**config.mk**
```make
export PLATFORM = sky130hd
export DESIGN_NAME = sfla_heads
export DESIGN_NICKNAME = d
export VERILOG_FILES = /design/src/rtl/segregated_free_list_allocator_assert.svh /design/src/rtl/sfla_pkg.sv /design/src/rtl/sfla_heads.sv
export SDC_FILE = /design/constraint.sdc
export NUM_CORES = 1
export LEC_CHECK = 0
export ABC_CLOCK_PERIOD_IN_PS = 2700
export BUFFER_PORTS_ARGS = -buffer_cell sky130_fd_sc_hd__buf_2
export CAP_MARGIN = 30
export CORE_MARGIN = 5
export CORE_UTILIZATION = 40
export DETAILED_ROUTE_END_ITERATION = 10
export PLACE_DENSITY = 0.54
export SETUP_SLACK_MARGIN = 0.05
export SKIP_CTS_REPAIR_TIMING = 1
export SKIP_LAST_GASP = 1
export SYNTH_ARGS = -nofsm -noshare
export SYNTH_HDL_FRONTEND = slang
export SYNTH_SLANG_ARGS = --single-unit
```
**constraint.sdc**
```tcl
create_clock -name clock -period 2.7 [get_ports clock]
set_clock_uncertainty 0.05 [all_clocks]
set_input_delay 0.27 -clock clock [delete_from_list [all_inputs] [get_ports clock]]
set_output_delay 0.27 -clock clock [all_outputs]
set_load 0.02 [all_outputs]
```
**src/rtl/segregated_free_list_allocator_assert.svh**
```systemverilog
// Assertion macros used by the allocator RTL.
`ifndef SEGREGATED_FREE_LIST_ALLOCATOR_ASSERT_SVH
`define SEGREGATED_FREE_LIST_ALLOCATOR_ASSERT_SVH

// Checked on every clock edge outside reset.
`define SFLA_ASSERT(lbl, prop, msg) \
   lbl: assert property (@(posedge clock) disable iff (reset) prop) else $error(msg);

// Checked on every clock edge, reset included.
`define SFLA_ASSERT_ALWAYS(lbl, prop, msg) \
   lbl: assert property (@(posedge clock) prop) else $error(msg);

`endif

```
**src/rtl/sfla_pkg.sv**
```systemverilog
// Types, constants and helpers for the segregated free-list allocator.
`default_nettype none

package sfla_pkg;

   localparam int LEN_W        = 12;
   localparam int ADDR_W       = 16;
   localparam int STORED_LEN_W = 10;
   localparam int CLASS_W      = 6;
   localparam int MAX_CLASSES  = 64;
   localparam int SLOT_W       = 14;
   localparam int STORE_DEPTH  = 16384;
   localparam int BUMP_W       = 17;
   localparam int ARENA_BYTES  = 65536;
   localparam int REQ_TDATA_W  = 32;
   localparam int RSP_TDATA_W  = 16;

   localparam logic [BUMP_W-1:0] BUMP_RESET = 17'd516;

   typedef enum logic {
      OP_ALLOC = 1'b0,
      OP_FREE  = 1'b1
   } op_type;

   typedef enum logic [1:0] {
      STATUS_OK        = 2'd0,
      STATUS_TOO_LONG  = 2'd1,
      STATUS_EXHAUSTED = 2'd2
   } status_type;

   typedef enum logic [1:0] {
      ST_IDLE,
      ST_LOOKUP,
      ST_POP,
      ST_PUSH
   } state_type;

   // One read and one write port of a per-block store.
   typedef struct packed {
      logic              rd_en;
      logic [SLOT_W-1:0] rd_slot;
      logic              wr_en;
      logic [SLOT_W-1:0] wr_slot;
   } store_cmd_type;

   // Stores are indexed by the word address of the block header.
   function automatic logic [SLOT_W-1:0] slot_of(input logic [ADDR_W-1:0] addr);
      return addr[ADDR_W-1:2];
   endfunction

   // 16 * (class + 1) content bytes plus the 4-byte header.
   function automatic logic [10:0] block_bytes(input logic [CLASS_W-1:0] cls);
      logic [CLASS_W:0] units;
      units = {1'b0, cls} + 7'd1;
      return {units, 4'b0100};
   endfunction

endpackage

`default_nettype wire

```
**src/rtl/sfla_heads.sv**
```systemverilog
// Free-list head table: synchronous memory with per-entry valid bits (invalid reads as 0).
`default_nettype none

module sfla_heads #(
   parameter int NUM_CLASSES = sfla_pkg::MAX_CLASSES
) (
   input  wire logic                              clock,
   input  wire logic                              reset,
   input  wire logic                              rd_en,
   input  wire logic [$clog2(NUM_CLASSES)-1:0]    rd_idx,
   input  wire logic                              wr_en,
   input  wire logic [$clog2(NUM_CLASSES)-1:0]    wr_idx,
   input  wire logic [sfla_pkg::ADDR_W-1:0]       wr_data,
   output logic      [sfla_pkg::ADDR_W-1:0]       rd_data
);

   logic [sfla_pkg::ADDR_W-1:0] mem [NUM_CLASSES];
   logic [NUM_CLASSES-1:0]      valid_ff;
   logic [sfla_pkg::ADDR_W-1:0] rd_data_ff;
   logic                        rd_valid_ff;

   always_ff @(posedge clock) begin
      if (reset) begin
         valid_ff <= '0;
      end else if (wr_en) begin
         valid_ff[wr_idx] <= 1'b1;
      end
   end

   always_ff @(posedge clock) begin
      if (wr_en) begin
         mem[wr_idx] <= wr_data;
      end
      if (rd_en) begin
         rd_data_ff  <= mem[rd_idx];
         rd_valid_ff <= valid_ff[rd_idx];
      end
   end

   // never-written head means empty list
   assign rd_data = rd_valid_ff ? rd_data_ff : '0;

endmodule

`default_nettype wire

```
Word-level counts from Yosys, hierarchy flattened
Memories as Yosys holds them, arrays and structs flattened. A register that Yosys moved wholly into a read port is not among the register bits.
Cells that the tools add are included.

word-level totals
  bits in writable memories = 1024
  output and inout bits = 16
  memories = 1
  bits in latches = 0
  word-level logic and storage cells = 15
  flip-flop bits (word level) = 65
  input bits = 32
  ROM bits = 0

cells by class
  mux-type cells = 7
  shifts and indexed selects = 0
  eq/ne operators = 0
  add/sub/neg operators = 0
  $lt $le $gt $ge = 3
  reduce and logical (&&, ||, !) cells = 1
  multipliers = 0
  div/mod/pow operators = 0
  bitwise operators = 1

memory list
  name  words  bits a word  rd ports  clocked after Yosys merged registers in  wr ports  RTL line          source
  mem   64     16           1         1                                        1         sfla_heads.sv:17  logic [sfla_pkg::ADDR_W-1:0] mem [NUM_CLASSES];

operators with widths
  cell                                                         count
  bitwise OR 64 bit                                            1
  2-to-1 mux 16 bit                                            1
  less-than comparator 6 x 7 -> 1 bit (second input constant)  2
  binary-select mux 1 bit (select 6 bit)                       1
  demux 1 bit (select 6 bit)                                   1
  >= comparator 6 x 1 -> 1 bit (second input constant)         1
  2-to-1 mux 1 bit                                             4
  logical AND 1 bit                                            1

Longest topological paths before layout
  word-level depth = 5
  mapped depth = 9
  mapped depth without buffers = 5

Least setup slack after synthesis
OpenSTA, ideal clock, no wires.

  path type = input -> register
  start point = input port wr_en
  end point = memory mem[40][0] in the netlist's numbering (enable)
  setup slack = 310 ps
  buffers on the path = 0
  data arrival time = 1928 ps
  library setup time = 412 ps
  required time = 2238 ps
  stages on the path = 3
  cell sequence = nor2b_1 nand3_1 nor3_1

between the ends
  word-level cells in the longest chain between the ends = 2

RTL lines
  item                                    RTL line          source
  start: declaration                      sfla_heads.sv:11  input wire logic wr_en,
  2-to-1 mux 1 bit                        sfla_heads.sv:31  if (wr_en) begin
  2-to-1 mux 1 bit (not written as such)  sfla_heads.sv:32  mem[wr_idx] <= wr_data;
  end: declaration                        sfla_heads.sv:17

No other way between the ends.

==> flow_metrics.tcl <==
set metrics [dict create \
    maxSlewViolCount 0 \
    yosys_warnings 0 \
    crit_fanout 1 \
    insertion_delay_ps 680 \
    critPathMaxStageDelay_ps 490 \
    cts_buffers 110 \
    syn_nets 2100 \
    synth_seq_cells 1105 \
    worst_pin_slew_ps 991 \
    avgViaCountPerCell 5.58 \
    drc 0 \
    synthesis.area_per_instance_um2 20.6 \
    worst-setup-path-type "flip-flop to flip-flop" \
    clkPwrFrac_pct 42.5 \
    internal_power_w 0.0286 \
    rrSetupSlack_ps 240 \
    rsz0062_at_grt "false" \
    grt_max_degree 65 \
    path_buf_inv 1 \
    synth_area_leaders "edfxtp_1 73%, mux4_2 12%, dfxtp_1 3.0%" \
    port_buffers 47 \
    status "complete, no violations" \
    post-place-cells 3587 \
    dr.pass1.iters 5 \
    antenna_found_initial 16 \
    hold_viol_final 0 \
    totalWireLength_um 110000 \
    ir_worst_vdd_uv 593 \
    io_pins 48 \
    gr-usage-all-layers_pct 19.5 \
    min_path_type "input pin to flip-flop" \
    final_common_cell "edfxtp_1" \
    cp-start-kind "flip-flop" \
    hpwlAfterDp_um 68700 \
    end_kind "flip-flop" \
    p_switching_w 0.00773 \
    antenna_left 0 \
    cp_cell_sequence "mux4_2, mux2i_1, nand3_1, a31oi_2, buf_4, a311oi_1" \
    netlist_instances 2068 \
    ys.flop_type "edfxtp_1" \
    cts_tree "done" \
    max_slew_margin_pct 33.8 \
    yosys.area.top_type "edfxtp_1" \
    clockRootBuffer "clkbuf_16" \
    period_share_pct 91.0 \
    initial_core_util_pct 40.3 \
    netlist.area_leader.share_pct 73.4 \
    final_cell_mix "1,041 x edfxtp_1, 231 x mux4_2, 191 x nor2_1" \
    fmax_mhz 407 \
    die_h_um 336 \
    gr-total-overflow 0 \
    finalPower_w 0.0364 \
    crit_family "multiplexers" \
    p_comb_share_pct 5.4 \
    die-area_um2 113000 \
    seqPwrFrac_pct 52.1 \
    p_per_area_nw_per_um2 736 \
    core_um2 106000 \
    clk_pin_slew_ps 70 \
    setup_viol 0 \
    synthArstFlopShare_pct 0 \
    post_layout_nonfiller_instances 3803 \
    maxCapViolations 0 \
    syn_to_final_growth_pct 16.1 \
    wl_per_cell_um 29.0 \
    leakage_nw 16.0 \
    period_minus_slack_ps 2460 \
    htree_num_levels 3 \
    whs_ps 40.3 \
    row_count 119 \
    drt-initial-drc-count 2078 \
    ys_types 38 \
    final_nets 2341 \
    vias 21200 \
    clock_path_buffers 3 \
    grt_pass1_vias 21600 \
    arrival_ps 2810 \
    synth_edf_count 1041 \
    post-route-util_pct 46.8 \
    synth_seq_area_share_pct 76.4 \
    gp_congestion 0.852 \
    p_sw_share_pct 21.3 \
    worstPathRequired_ps 3050 \
    die-width_um 336 \
    slowest_stage "mux2i_1" \
    grt_pass1_wl_um 159000 \
    synth_area_um2 42600 \
    clock_sinks 1105 \
    drive_gt1_share_pct 27.6 \
    n_fill_cell 8707 \
]
Yosys cell counts (22+ instances only):
library cell	instances
nor2b_1	36
edfxtp_1	1041
nor2_1	191
clkbuf_1	43
a221oi_1	22
mux4_2	231
buf_2	34
dfxtp_1	64
nand3_1	31
a22oi_1	60
mux2i_1	93
nand2_1	29
per-stage QoR:
stage	TNS, ps	setup WS, ps	cell area, um2
after global placement	-1490	-455	45700
after floorplan	0	310	42600
final	0	242	49400
after detailed placement	-1480	-452	45700
after global routing	0	173	49400
after CTS	0	145	49400
area by class of cell:
| type | instances | area, um2 | share of cell area, % |
|---|---|---|---|
| Multi-Input combinational cell | 846 | 9280 | 18.8 |
| Tap cell | 1391 | 1740 | 3.52 |
| Timing Repair Buffer | 246 | 2150 | 4.34 |
| Sequential cell | 1105 | 32500 | 65.8 |
| Clock buffer | 148 | 3130 | 6.34 |
| Antenna cell | 11 | 27.5 | 0.0557 |
| Clock inverter | 56 | 554 | 1.12 |
worst reg2reg max path, stage by stage (launching register included):
cell	delay (ps)
edfxtp_1	390
mux4_2	450
mux2i_1	490
nand3_1	180
a31oi_2	400
buf_4	190
a311oi_1	40
final timing paths:
check / cells past startpoint / to / startpoint
worst max register to register: 6 / rd_data_ff[0] / mem[24][0]
worst min-delay path: 4 / valid_ff[48] / wr_idx[0]
worst min register to register: 2 / valid_ff[43] / valid_ff[43]
worst max-delay path: 6 / rd_data_ff[0] / mem[24][0]
metal layers:
metal | part of all wire (%) | track usage (%) | routed length (um)
met5 | 0.012 | 0 | 13
met4 | 2.9 | 5.75 | 3190
met3 | 7.6 | 5.00 | 8350
met2 | 47 | 31.0 | 52300
met1 | 42 | 26.9 | 46400
state kept, by name (all words and copies together) (netlist names):
signal	cells
rd_valid_ff	1
mem	1024
valid_ff	64
rd_data_ff	16
power groups by stage:
stage	combinational [W]	sequential, W	clock [W]
global route	0.00207	0.0189	0.0165
floorplan	0.00101	0.0193	0
global placement	0.00194	0.0193	0
finish	0.00195	0.0189	0.0155
CTS	0.00198	0.0189	0.0158
detailed placement	0.00197	0.0193	0
cell families after synthesis:
group           synth area share, %
flops                          76.4
buf+inv                        1.84
compound gates                 2.85
mux                            15.2
simple gates                   3.74
No activity file was read; power rests on OpenSTA's default activity.
