`config.mk`:
```
export PLATFORM = sky130hd
export DESIGN_NAME = sfla_ctrl
export DESIGN_NICKNAME = d
export VERILOG_FILES = /design/src/rtl/sfla_pkg.sv /design/src/rtl/sfla_ctrl.sv
export VERILOG_INCLUDE_DIRS = /design/src /design/src/rtl
export SDC_FILE = /design/constraint.sdc
export NUM_CORES = 1
export LEC_CHECK = 0
export ABC_AREA = 1
export BUFFER_PORTS_ARGS = -buffer_cell sky130_fd_sc_hd__buf_2
export CAP_MARGIN = 20
export CORE_MARGIN = 2
export CORE_UTILIZATION = 35
export CTS_CLUSTER_DIAMETER = 30
export CTS_CLUSTER_SIZE = 28
export DETAILED_ROUTE_END_ITERATION = 16
export SKIP_CTS_REPAIR_TIMING = 1
export SLEW_MARGIN = 20
export SYNTH_ARGS = -nofsm -noshare
export SYNTH_HDL_FRONTEND = slang
export SYNTH_SLANG_ARGS = --single-unit
export TNS_END_PERCENT = 50
```
`constraint.sdc`:
```
create_clock -name clock -period 2.9 [get_ports clock]
set_input_delay 0 -clock clock [delete_from_list [all_inputs] [get_ports clock]]
set_output_delay 0 -clock clock [all_outputs]
set_load 0.05 [all_outputs]
```
`src/rtl/segregated_free_list_allocator_assert.svh`:
```
// Assertion macros used by the allocator RTL.
`ifndef SEGREGATED_FREE_LIST_ALLOCATOR_ASSERT_SVH
`define SEGREGATED_FREE_LIST_ALLOCATOR_ASSERT_SVH

// Checked on every clock edge outside reset.
`define SFLA_ASSERT(lbl, prop, msg) \
   lbl: assert property (@(posedge clock) disable iff (reset) prop) else $error(msg);

// Checked on every clock edge, reset included.
`define SFLA_ASSERT_ALWAYS(lbl, prop, msg) \
   lbl: assert property (@(posedge clock) prop) else $error(msg);

`endif

```
`src/rtl/sfla_pkg.sv`:
```
// Types, constants and helpers for the segregated free-list allocator.
`default_nettype none

package sfla_pkg;

   localparam int LEN_W        = 12;
   localparam int ADDR_W       = 16;
   localparam int STORED_LEN_W = 10;
   localparam int CLASS_W      = 6;
   localparam int MAX_CLASSES  = 64;
   localparam int SLOT_W       = 14;
   localparam int STORE_DEPTH  = 16384;
   localparam int BUMP_W       = 17;
   localparam int ARENA_BYTES  = 65536;
   localparam int REQ_TDATA_W  = 32;
   localparam int RSP_TDATA_W  = 16;

   localparam logic [BUMP_W-1:0] BUMP_RESET = 17'd516;

   typedef enum logic {
      OP_ALLOC = 1'b0,
      OP_FREE  = 1'b1
   } op_type;

   typedef enum logic [1:0] {
      STATUS_OK        = 2'd0,
      STATUS_TOO_LONG  = 2'd1,
      STATUS_EXHAUSTED = 2'd2
   } status_type;

   typedef enum logic [1:0] {
      ST_IDLE,
      ST_LOOKUP,
      ST_POP,
      ST_PUSH
   } state_type;

   // One read and one write port of a per-block store.
   typedef struct packed {
      logic              rd_en;
      logic [SLOT_W-1:0] rd_slot;
      logic              wr_en;
      logic [SLOT_W-1:0] wr_slot;
   } store_cmd_type;

   // Stores are indexed by the word address of the block header.
   function automatic logic [SLOT_W-1:0] slot_of(input logic [ADDR_W-1:0] addr);
      return addr[ADDR_W-1:2];
   endfunction

   // 16 * (class + 1) content bytes plus the 4-byte header.
   function automatic logic [10:0] block_bytes(input logic [CLASS_W-1:0] cls);
      logic [CLASS_W:0] units;
      units = {1'b0, cls} + 7'd1;
      return {units, 4'b0100};
   endfunction

endpackage

`default_nettype wire

```
`src/rtl/sfla_ctrl.sv`:
```
// Request sequencer: head/length lookups, pop, push, bump pointer and result register.
`default_nettype none
`include "segregated_free_list_allocator_assert.svh"

module sfla_ctrl #(
   parameter int NUM_CLASSES = sfla_pkg::MAX_CLASSES
) (
   input  wire logic                                 clock,
   input  wire logic                                 reset,
   input  wire logic                                 req_tvalid,
   output logic                                      req_tready,
   input  wire logic [sfla_pkg::REQ_TDATA_W-1:0]     req_tdata,
   input  wire logic                                 req_tuser,
   output logic                                      rsp_tvalid,
   input  wire logic                                 rsp_tready,
   output logic      [sfla_pkg::RSP_TDATA_W-1:0]     rsp_tdata,
   output logic      [1:0]                           rsp_tuser,
   output logic                                      heads_rd_en,
   output logic      [$clog2(NUM_CLASSES)-1:0]       heads_rd_idx,
   output logic                                      heads_wr_en,
   output logic      [$clog2(NUM_CLASSES)-1:0]       heads_wr_idx,
   output logic      [sfla_pkg::ADDR_W-1:0]          heads_wr_data,
   input  wire logic [sfla_pkg::ADDR_W-1:0]          heads_rd_data,
   output sfla_pkg::store_cmd_type                   len_cmd,
   output logic      [sfla_pkg::STORED_LEN_W-1:0]    len_wr_data,
   input  wire logic [sfla_pkg::STORED_LEN_W-1:0]    len_rd_data,
   output sfla_pkg::store_cmd_type                   link_cmd,
   output logic      [sfla_pkg::ADDR_W-1:0]          link_wr_data,
   input  wire logic [sfla_pkg::ADDR_W-1:0]          link_rd_data
);

   localparam int IDX_W = $clog2(NUM_CLASSES);

   sfla_pkg::state_type state_ff, state_in;

   sfla_pkg::op_type                op_ff;
   logic [sfla_pkg::LEN_W-1:0]      len_ff;
   logic [sfla_pkg::ADDR_W-1:0]     addr_ff;
   logic [sfla_pkg::CLASS_W-1:0]    class_ff;
   logic                            too_long_ff;
   logic [sfla_pkg::ADDR_W-1:0]     head_ff;
   logic [sfla_pkg::BUMP_W-1:0]     bump_ff;

   logic                            rsp_valid_ff;
   logic [sfla_pkg::ADDR_W-1:0]     rsp_addr_ff;
   sfla_pkg::status_type            rsp_status_ff;

   // request decode
   sfla_pkg::op_type                in_op;
   logic [sfla_pkg::LEN_W-1:0]      in_len;
   logic [sfla_pkg::ADDR_W-1:0]     in_addr;
   logic [sfla_pkg::CLASS_W-1:0]    in_class;
   logic                            in_too_long;
   logic                            req_fire;
   logic                            out_free;

   // lookup results
   logic [sfla_pkg::CLASS_W-1:0]    stored_class;
   logic                            free_in_range;
   logic [10:0]                     blk;
   logic [sfla_pkg::BUMP_W:0]       bump_next;
   logic [sfla_pkg::BUMP_W:0]       bump_probe;
   logic                            exhausted;

   // sequencer outputs
   logic                            fin;
   logic                            bump_we;
   logic [sfla_pkg::ADDR_W-1:0]     fin_addr;
   sfla_pkg::status_type            fin_status;

   assign in_op       = sfla_pkg::op_type'(req_tuser);
   assign in_len      = req_tdata[11:0];
   assign in_addr     = req_tdata[27:12];
   assign in_class    = in_len[9:4];
   assign in_too_long = (in_len[11:10] != 2'b00) ||
                        ({1'b0, in_class} >= (sfla_pkg::CLASS_W+1)'(NUM_CLASSES));

   assign req_tready = (state_ff == sfla_pkg::ST_IDLE);
   assign req_fire   = req_tvalid && req_tready;
   assign out_free   = !rsp_valid_ff || rsp_tready;

   assign stored_class  = len_rd_data[9:4];
   assign free_in_range = {1'b0, stored_class} < (sfla_pkg::CLASS_W+1)'(NUM_CLASSES);

   // bump fails when pointer + 2 * block reaches the arena end
   assign blk        = sfla_pkg::block_bytes(class_ff);
   assign bump_next  = {1'b0, bump_ff} + (sfla_pkg::BUMP_W+1)'(blk);
   assign bump_probe = {1'b0, bump_ff} + (sfla_pkg::BUMP_W+1)'({blk, 1'b0});
   assign exhausted  = bump_probe >= (sfla_pkg::BUMP_W+1)'(sfla_pkg::ARENA_BYTES);

   always_comb begin
      state_in = state_ff;
      unique case (state_ff)
         sfla_pkg::ST_IDLE: begin
            if (req_fire) begin
               state_in = sfla_pkg::ST_LOOKUP;
            end
         end
         sfla_pkg::ST_LOOKUP: begin
            if (op_ff == sfla_pkg::OP_ALLOC) begin
               if (!too_long_ff && (heads_rd_data != '0)) begin
                  state_in = sfla_pkg::ST_POP;
               end else if (out_free) begin
                  state_in = sfla_pkg::ST_IDLE;
               end
            end else begin
               if (free_in_range) begin
                  state_in = sfla_pkg::ST_PUSH;
               end else if (out_free) begin
                  state_in = sfla_pkg::ST_IDLE;
               end
            end
         end
         sfla_pkg::ST_POP, sfla_pkg::ST_PUSH: begin
            if (out_free) begin
               state_in = sfla_pkg::ST_IDLE;
            end
         end
         default: state_in = sfla_pkg::ST_IDLE;
      endcase
   end

   always_comb begin
      heads_rd_en   = 1'b0;
      heads_rd_idx  = in_class[IDX_W-1:0];
      heads_wr_en   = 1'b0;
      heads_wr_idx  = class_ff[IDX_W-1:0];
      heads_wr_data = addr_ff;
      len_cmd       = '0;
      len_wr_data   = len_ff[sfla_pkg::STORED_LEN_W-1:0];
      link_cmd      = '0;
      link_wr_data  = heads_rd_data;
      fin           = 1'b0;
      bump_we       = 1'b0;
      fin_addr      = '0;
      fin_status    = sfla_pkg::STATUS_OK;
      unique case (state_ff)
         sfla_pkg::ST_IDLE: begin
            if (req_fire) begin
               if (in_op == sfla_pkg::OP_ALLOC) begin
                  heads_rd_en = 1'b1;
               end else begin
                  len_cmd.rd_en   = 1'b1;
                  len_cmd.rd_slot = sfla_pkg::slot_of(in_addr);
               end
            end
         end
         sfla_pkg::ST_LOOKUP: begin
            if (op_ff == sfla_pkg::OP_ALLOC) begin
               if (too_long_ff) begin
                  fin        = out_free;
                  fin_status = sfla_pkg::STATUS_TOO_LONG;
               end else if (heads_rd_data != '0) begin
                  link_cmd.rd_en   = 1'b1;
                  link_cmd.rd_slot = sfla_pkg::slot_of(heads_rd_data);
               end else if (exhausted) begin
                  fin        = out_free;
                  fin_status = sfla_pkg::STATUS_EXHAUSTED;
               end else begin
                  fin             = out_free;
                  bump_we         = out_free;
                  fin_addr        = bump_ff[sfla_pkg::ADDR_W-1:0];
                  len_cmd.wr_en   = out_free;
                  len_cmd.wr_slot = sfla_pkg::slot_of(bump_ff[sfla_pkg::ADDR_W-1:0]);
               end
            end else begin
               if (free_in_range) begin
                  heads_rd_en  = 1'b1;
                  heads_rd_idx = stored_class[IDX_W-1:0];
               end else begin
                  fin = out_free;
               end
            end
         end
         sfla_pkg::ST_POP: begin
            fin             = out_free;
            fin_addr        = head_ff;
            heads_wr_en     = out_free;
            heads_wr_data   = link_rd_data;
            len_cmd.wr_en   = out_free;
            len_cmd.wr_slot = sfla_pkg::slot_of(head_ff);
         end
         sfla_pkg::ST_PUSH: begin
            fin              = out_free;
            heads_wr_en      = out_free;
            link_cmd.wr_en   = out_free;
            link_cmd.wr_slot = sfla_pkg::slot_of(addr_ff);
         end
         default: ;
      endcase
   end

   always_ff @(posedge clock) begin
      if (reset) begin
         state_ff     <= sfla_pkg::ST_IDLE;
         bump_ff      <= sfla_pkg::BUMP_RESET;
         rsp_valid_ff <= 1'b0;
      end else begin
         state_ff <= state_in;
         if (bump_we) begin
            bump_ff <= bump_next[sfla_pkg::BUMP_W-1:0];
         end
         if (fin) begin
            rsp_valid_ff <= 1'b1;
         end else if (rsp_tready) begin
            rsp_valid_ff <= 1'b0;
         end
      end
   end

   always_ff @(posedge clock) begin
      if (req_fire) begin
         op_ff       <= in_op;
         len_ff      <= in_len;
         addr_ff     <= in_addr;
         class_ff    <= in_class;
         too_long_ff <= in_too_long;
      end
      if (state_ff == sfla_pkg::ST_LOOKUP) begin
         head_ff <= heads_rd_data;
         if (op_ff == sfla_pkg::OP_FREE) begin
            class_ff <= stored_class;
         end
      end
      if (fin) begin
         rsp_addr_ff   <= fin_addr;
         rsp_status_ff <= fin_status;
      end
   end

   assign rsp_tvalid = rsp_valid_ff;
   assign rsp_tdata  = rsp_addr_ff;
   assign rsp_tuser  = rsp_status_ff;

   `SFLA_ASSERT(a_single_request, req_fire |=> !req_tready, "request accepted while another in flight")
   `SFLA_ASSERT(a_pop_nonzero, (fin && (state_ff == sfla_pkg::ST_POP)) |-> (head_ff != '0), "pop of an empty list")
   `SFLA_ASSERT(a_error_zero_addr, (rsp_valid_ff && (rsp_status_ff != sfla_pkg::STATUS_OK)) |-> (rsp_addr_ff == '0), "error result with nonzero address")
   `SFLA_ASSERT(a_bump_range, (bump_ff >= sfla_pkg::BUMP_RESET) && (32'(bump_ff) < sfla_pkg::ARENA_BYTES), "bump pointer out of arena")
   `SFLA_ASSERT_ALWAYS(a_reset_idle, reset |=> (!rsp_valid_ff && req_tready), "not idle after reset")

endmodule

`default_nettype wire

```
# == Word-level counts from Yosys, hierarchy flattened ==
# Cells that the tools add are included.
# totals
input_bits,79
out_inout_bits,136
register_bits,88
wordCells,81
# classes
muxes,48
n_reduce_logical,12
eq_ne,4
order_cmp,1
bitwise,1
add_sub_neg,3
# ops
cell,count
2-to-1 mux 15 bit,12
2-to-1 mux 16 bit,5
case mux 16 bit (2 select lines),1
2-to-1 mux 6 bit,5
case mux 15 bit (2 select lines),1
adder 17 x 12 -> 18 bit,1
>= comparator 18 x 17 -> 1 bit (second input constant),1
adder 17 x 11 -> 17 bit,1
2-to-1 mux 1 bit,16
nonzero test 16 bit,1
2-to-1 mux 2 bit,5
adder 6 x 1 -> 7 bit (second input constant),1
case mux 2 bit (3 select lines),1
equality test 2 bit (second input constant),2
case mux 1 bit (2 select lines),2
nonzero test 2 bit,2
OR reduction 2 bit,2
OR reduction 4 bit,1
equality test 2 x 1 -> 1 bit (second input constant),1
logical AND 1 bit,2
logical NOT 1 bit,2
logical NOT 2 bit,1
inequality test 2 x 1 -> 1 bit (second input constant),1
logical OR 1 bit,1
NOT 1 bit,1

# == Depth between registers and ports, before layout ==
# Gate-level depths: netlist (run 1).
# logic_depth
word_depth,8
mapped_depth,18
mapped_depth_nobuf,18

# == Worst setup path before layout (run 1) ==
# No wires, ideal clock.
# synth_path
path_kind,register -> output
startpoint,reg class_ff (netlist bit heads_wr_idx[1])
endpoint,out len_cmd[14] (netlist bit)
n_path_buf,0
arrival_ns,2.997
stages_incl_launch_ff,12
path_slack_ns,-0.097
cell_sequence,dfxtp_1 -> ha_1 -> nand3_1 -> nor3b_1 -> ha_1 -> a21oi_1 -> nand2_1 -> nand2_1 -> nand3_1 -> nand2_4 -> nand2_4 -> a21oi_1
# synth_rtl
element,line_no,source
"start, declared",sfla_ctrl.sv:39,logic [sfla_pkg::CLASS_W-1:0] class_ff;
"start signal, assigned",sfla_ctrl.sv:216,class_ff <= in_class;
"start signal, assigned",sfla_ctrl.sv:222,class_ff <= stored_class;
"end, declared",sfla_ctrl.sv:24,"output sfla_pkg::store_cmd_type len_cmd,"

==> results of run 1 <==
sequential cells by signal (all words and copies together), names as in the netlist:
register and cells:
addr_ff 16, head_ff 16, rsp_tdata 16, bump_ff 15, len_ff 10, heads_wr_idx 6, rsp_tuser 2, state_ff 2
op_ff 1, rsp_tvalid 1, too_long_ff 1
critical path: cells and delay by family, from the launching register on:
kind	cells	cell delay, ps
AO/OA/AOI/OAI	1	210
XOR/XNOR	1	220
adder cells (fa/ha/maj)	1	300
buffers and inverters	1	200
flip-flops	1	370
AND/OR/NAND/NOR	9	1090
worst max path at each step:
stage | end | slack (ps) | cells past startpoint
after floorplan | len_cmd[14] | 170 | 11
after global placement | len_cmd[14] | 230 | 12
after detailed placement | len_cmd[14] | 220 | 12
after CTS | len_cmd[10] | -160 | 12
after global routing | len_cmd[0] | -40 | 13
final | len_cmd[11] | 160 | 13
final cells by class:
type / count / area (um^2)
clock buffers: 10 / 229.0
fillers: 1380 / 7025
clock inverters: 6 / 45.04
multi-input cells: 392 / 2371
well taps: 184 / 230.2
flip-flops and latches: 86 / 2354
inverters: 91 / 344.1
repair buffers: 275 / 1770
Yosys cell counts (6+ instances only):
master	n
xor2_1	9
nand3_1	39
nand2_1	138
nand4_1	8
nor2_1	75
o21ai_0	18
ha_1	22
clkbuf_1	10
inv_1	88
buf_4	32
or2_2	6
mux2_2	16
edfxtp_1	62
dfxtp_1	24
a21oi_1	30
through the flow:
| stage | TNS [ps] | hold slack, ps |
|---|---|---|
| detailed placement | 0 | 179.6 |
| finish | 0 | -31.48 |
| global placement | 0 | 178.5 |
| floorplan | 0 | 69.07 |
| global route | -239.4 | 3.503 |
| CTS | -1912 | -185.2 |
per-layer routing:
metal,vias up,global-route usage [%],wire length (um)
met5,-,0,0
met4,0,4.693,147
met3,11,4.338,846
met2,145,30.22,7673
met1,2161,19.95,5871
li1,2447,-,-
power by group:
part | total, mW | internal (mW) | switching (mW)
registers | 1.51 | 1.45 | 0.0627
logic | 1.41 | 0.427 | 0.986
clock network | 1.09 | 0.589 | 0.504
kinds of logic after synthesis:
family,share of synthesized area [%]
AO/OA/AOI/OAI,5.931
multiplexers,3.529
XOR/XNOR,1.887
adder cells (fa/ha/maj),5.392
AND/OR/NAND/NOR,24.39
flip-flops,45.88
buffers and inverters,12.99
==> flow_metrics.tcl, run 1 <==
set metrics [dict create \
    ir_drop_mv 0.3246 \
    period_needed_ps 2741 \
    fin_util_pct 51.11 \
    finalNonFillerCells 1044 \
    grt_max_degree 34 \
    hold_viol 1 \
    async_flop_share_pct 0 \
    r2r_end "state_ff[1]" \
    die_y_um 124.8 \
    antenna_found_initial 0 \
    cp-start-kind "flip-flop" \
    pre_cts_slack_ps 222.4 \
    stdcell_area_um2 7343 \
    min_period_over_period_pct 94.53 \
    worst_slack_ps 158.5 \
    seq_area_frac_synth_pct 45.88 \
    synthFlopType "edfxtp_1" \
    syn_to_final_growth_pct 43.85 \
    cts-root-buf "clkbuf_16" \
    clkTransAtPathRegs_ps 60 \
    setup_viol 0 \
    min_from "len_rd_data[4]" \
    powerDensity_nw_per_um2 547.2 \
    fin_nets 956 \
    rr_worst_depth 10 \
    power_mw 4.018 \
    htree_num_levels 3 \
    path_class "flip-flop to output pin" \
    start_util_pct 35.53 \
    max-cap-violations 0 \
    cts_tree "built" \
    fp.dieW_um 124.8 \
    synth_top_cell_by_area "edfxtp_1" \
    cp-startpoint "heads_wr_idx[0]" \
    crit_path_max_incr_delay_ps 370 \
    holdWs_ps -31.48 \
    first_global_vias 4235 \
    drt-initial-drc-count 174 \
    slew_headroom_pct 42.42 \
    cp_slowest_cell "dfxtp_4" \
    first_pass_iters 5 \
    drive_gt1_share_pct 36.74 \
    slew_viol_final 0 \
    dp.final_hpwl_um 10400 \
    dpl.cell_count 965 \
    tightest_slew_ps 862.8 \
    end_kind "output pin" \
    clockBufferDepth 2 \
    wl_per_cell_um 13.93 \
    run_status "complete, but fails checks" \
    worstPathRequired_ps 2900 \
    cp_common_cell "nand2_2" \
    yosysTopAreaCellShare_pct 36.47 \
    gp_congestion 0.8312 \
    synth.avg_cell_area_um2 8.328 \
    critPathMaxFanout 6 \
    synth_nets 714 \
    vias 4764 \
    grt.total_usage_pct 16.88 \
    whs_path_depth 4 \
    clkLatencyLatePin_ps 340 \
    hold_end "heads_wr_idx[0]" \
    syn_area_um2 5105 \
    leakagePower_nw 3.528 \
    die_area_um2 15570 \
    diodes 0 \
    placed_cell_area_um2 6113 \
    yosys_warnings 0 \
    core_um2 14370 \
    r2r-start "state_ff[1]" \
    fmax_ghz 0.3648 \
    cts.sinks 86 \
    num_rows 44 \
    gr-total-overflow 0 \
    grt_pass1_wl_um 21070 \
    violations "negative hold slack" \
    ant_nets 0 \
    ys_ff_latch 86 \
    synthTopCellsByArea "edfxtp_1, nand2_1, dfxtp_1" \
    ys_types 37 \
    pin_count 215 \
    fin_skew_ps 8.734 \
    final_common_cell "buf_2" \
    worstPathCellList "nand3_2 -> nand3b_1 -> xor2_2 -> ha_4 -> nand4_1 -> nor2_1 -> nand2_2 -> nand2_2 -> nand3_4 -> nand2_8 -> nand3_1 -> a21oi_2 -> buf_6" \
    synth_edf_count 62 \
    synth_cells 613 \
    numCtsBuffers 9 \
    drc 0 \
    hp-class "primary input to flip-flop" \
    r2r_slack_ps 280 \
    wirelength_um 14540 \
    io_buffers 206 \
    final_cell_mix "buf_2, nand2_1, inv_1, nor2_1, edfxtp_1" \
    vias_per_cell 4.563 \
    crit_arrival_ps 2740 \
    rsz0062_at_grt "yes" \
]
Power figures use the tool's default switching activity.
==> run 2: changes to the inputs <==
--- a/config.mk
+++ b/config.mk
@@ -10,10 +10,11 @@
 export BUFFER_PORTS_ARGS = -buffer_cell sky130_fd_sc_hd__buf_2
 export CAP_MARGIN = 20
 export CORE_MARGIN = 2
-export CORE_UTILIZATION = 35
+export CORE_UTILIZATION = 49
 export CTS_CLUSTER_DIAMETER = 30
 export CTS_CLUSTER_SIZE = 28
 export DETAILED_ROUTE_END_ITERATION = 16
+export PLACE_DENSITY = 0.82
 export SKIP_CTS_REPAIR_TIMING = 1
 export SLEW_MARGIN = 20
 export SYNTH_ARGS = -nofsm -noshare
==> run 2 against run 1 <==
- the flow now finishes without violations
- sequential cell count is the same
- cell area decreased by 3.9%
- via count rose by 6.8%
- worst hold slack improved by 48 ps
- non-clock buffer count shrank 2
- critical path type unchanged
- sequential power about the same
- core utilization rose by 18 points
==> flow_metrics.tcl, run 2 (synthesis gave the netlist of run 1 again) <==
set metrics [dict create \
    run_status "finished, final reports clean" \
    grt.total_usage_pct 23.13 \
    final_common_cell "buf_2" \
    wirelength_um 15050 \
    ir_drop_mv 0.3290 \
    final_cell_mix "buf_2, nand2_1, inv_1, nor2_1, edfxtp_1" \
    seqPwrFrac_pct 38.7 \
    grt_use_met2_pct 41.52 \
    num_rows 37 \
    io_buffers 206 \
    fmax_ghz 0.3545 \
    powerDensity_nw_per_um2 552.9 \
    clkLatencyLatePin_ps 380 \
    gp_congestion 0.8573 \
    critPathMaxFanout 8 \
    end_kind "output pin" \
    fin_skew_ps 23.30 \
    fp.dieW_um 106.1 \
    setup_viol 0 \
    pin_count 215 \
    fin_nets 954 \
    clkTransAtPathRegs_ps 100 \
    numCtsBuffers 9 \
    crit_arrival_ps 2820 \
    syn_to_final_growth_pct 38.31 \
    path_class "flip-flop to output pin" \
    max-cap-violations 0 \
    gr-total-overflow 0 \
    vias_per_cell 5.118 \
    antenna_found_initial 0 \
    finalNonFillerCells 994 \
    fin_util_pct 69.01 \
    clockBufferDepth 2 \
    r2r_slack_ps 350 \
    dpl.cell_count 915 \
    cts-root-buf "clkbuf_8" \
    cts_tree "built" \
    worstPathRequired_ps 2900 \
    p_int_mw 2.354 \
    drive_gt1_share_pct 35.08 \
    wl_per_cell_um 15.14 \
    start_util_pct 49.90 \
    vias 5087 \
    first_global_vias 4464 \
    p_comb_share_pct 35.4 \
    cp_common_cell "nand2_1" \
    cts.sinks 86 \
    holdWs_ps 16.55 \
    hold_viol 0 \
    ant_nets 0 \
    busiest_layer "met2" \
    diodes 0 \
    htree_num_levels 3 \
    grt_pass1_wl_um 20710 \
    cp-start-kind "flip-flop" \
    crit_path_max_incr_delay_ps 380 \
    tightest_slew_ps 747.5 \
    die_area_um2 11250 \
    p_switching_mw 1.550 \
    dp.final_hpwl_um 10020 \
    drt-initial-drc-count 438 \
    met3_usage_pct 5.334 \
    drc 0 \
    clockPowerShare_pct 25.9 \
    grt_max_degree 34 \
    leakagePower_nw 3.475 \
    worstPathCellList "nand3_1 -> nand3b_1 -> xor2_1 -> ha_1 -> nand2_1 -> inv_1 -> nand2_1 -> nand2_1 -> nand2_1 -> nand2_2 -> nand3_4 -> nand2_4 -> nand3_1 -> a21oi_2 -> buf_4" \
    switching_share_pct 39.71 \
    period_needed_ps 2821 \
    core_um2 10230 \
    cp_slowest_cell "dfxtp_4" \
    hp-class "primary input to flip-flop" \
    first_pass_iters 6 \
    slew_viol_final 0 \
    min_period_over_period_pct 97.28 \
    die_y_um 106.1 \
    slew_headroom_pct 50.11 \
    met1_usage_pct 25.96 \
]
[run 2: cell count changes in the layout (fill, tap and decap cells not counted), sizes merged]
cell	change
buf	-3
bufinv	+2
clkbuf	-1
clkinv	-1
dlygate4sd3	+1
[run 2: power by group through the flow]
stage | Sequential, mW | Combinational [mW] | Clock [mW]
2_1_floorplan | 1.70 | 0.793 | 0
3_3_place_gp | 1.53 | 1.25 | 0
3_5_place_dp | 1.53 | 1.26 | 0
4_1_cts | 1.50 | 1.27 | 1.02
5_1_grt | 1.52 | 1.48 | 1.06
6_report | 1.51 | 1.38 | 1.01
[run 2: path summary, 6_finish.rpt]
path / start / end / depth (start not counted)
worst max-delay path: heads_wr_idx[2] / len_cmd[3] / 15
worst min-delay path: rsp_tready / rsp_tvalid / 4
worst max register to register: heads_wr_idx[2] / bump_ff[11] / 18
worst min register to register: head_ff[1] / rsp_tdata[1] / 2
[run 2: per-layer routing]
metal	wire, um	vias up
met5	0	-
met2	7847	277
li1	-	2439
met1	5526	2317
met4	521	0
met3	1152	54
[run 2: final cells by class]
class                      instances  area (um^2)
inverter                          91        344.1
timing repair buffer             273         1717
clock buffer                       9        123.9
clock inverter                     7        112.6
sequential                        86         2349
fill                             742         3171
multi-input combinational        392         2245
tap                              136        170.2
[run 2: critical path: cells and delay by family, from the launching register on]
kind | cells | cell delay (ps)
AO/OA/AOI/OAI | 1 | 200
XOR/XNOR | 1 | 180
adder cells (fa/ha/maj) | 1 | 330
buffers and inverters | 2 | 270
flip-flops | 1 | 380
AND/OR/NAND/NOR | 10 | 1090
[run 2: stage by stage]
stage	power (mW)	area, um^2	worst slack [ps]	TNS, ps
3_5_place_dp	2.793	6038	230.0	0
5_1_grt	4.062	7061	-108.1	-670.4
4_1_cts	3.793	6275	-185.9	-2334
2_1_floorplan	2.498	5111	172.8	0
6_report	3.903	7061	78.87	0
3_3_place_gp	2.778	6038	289.0	0
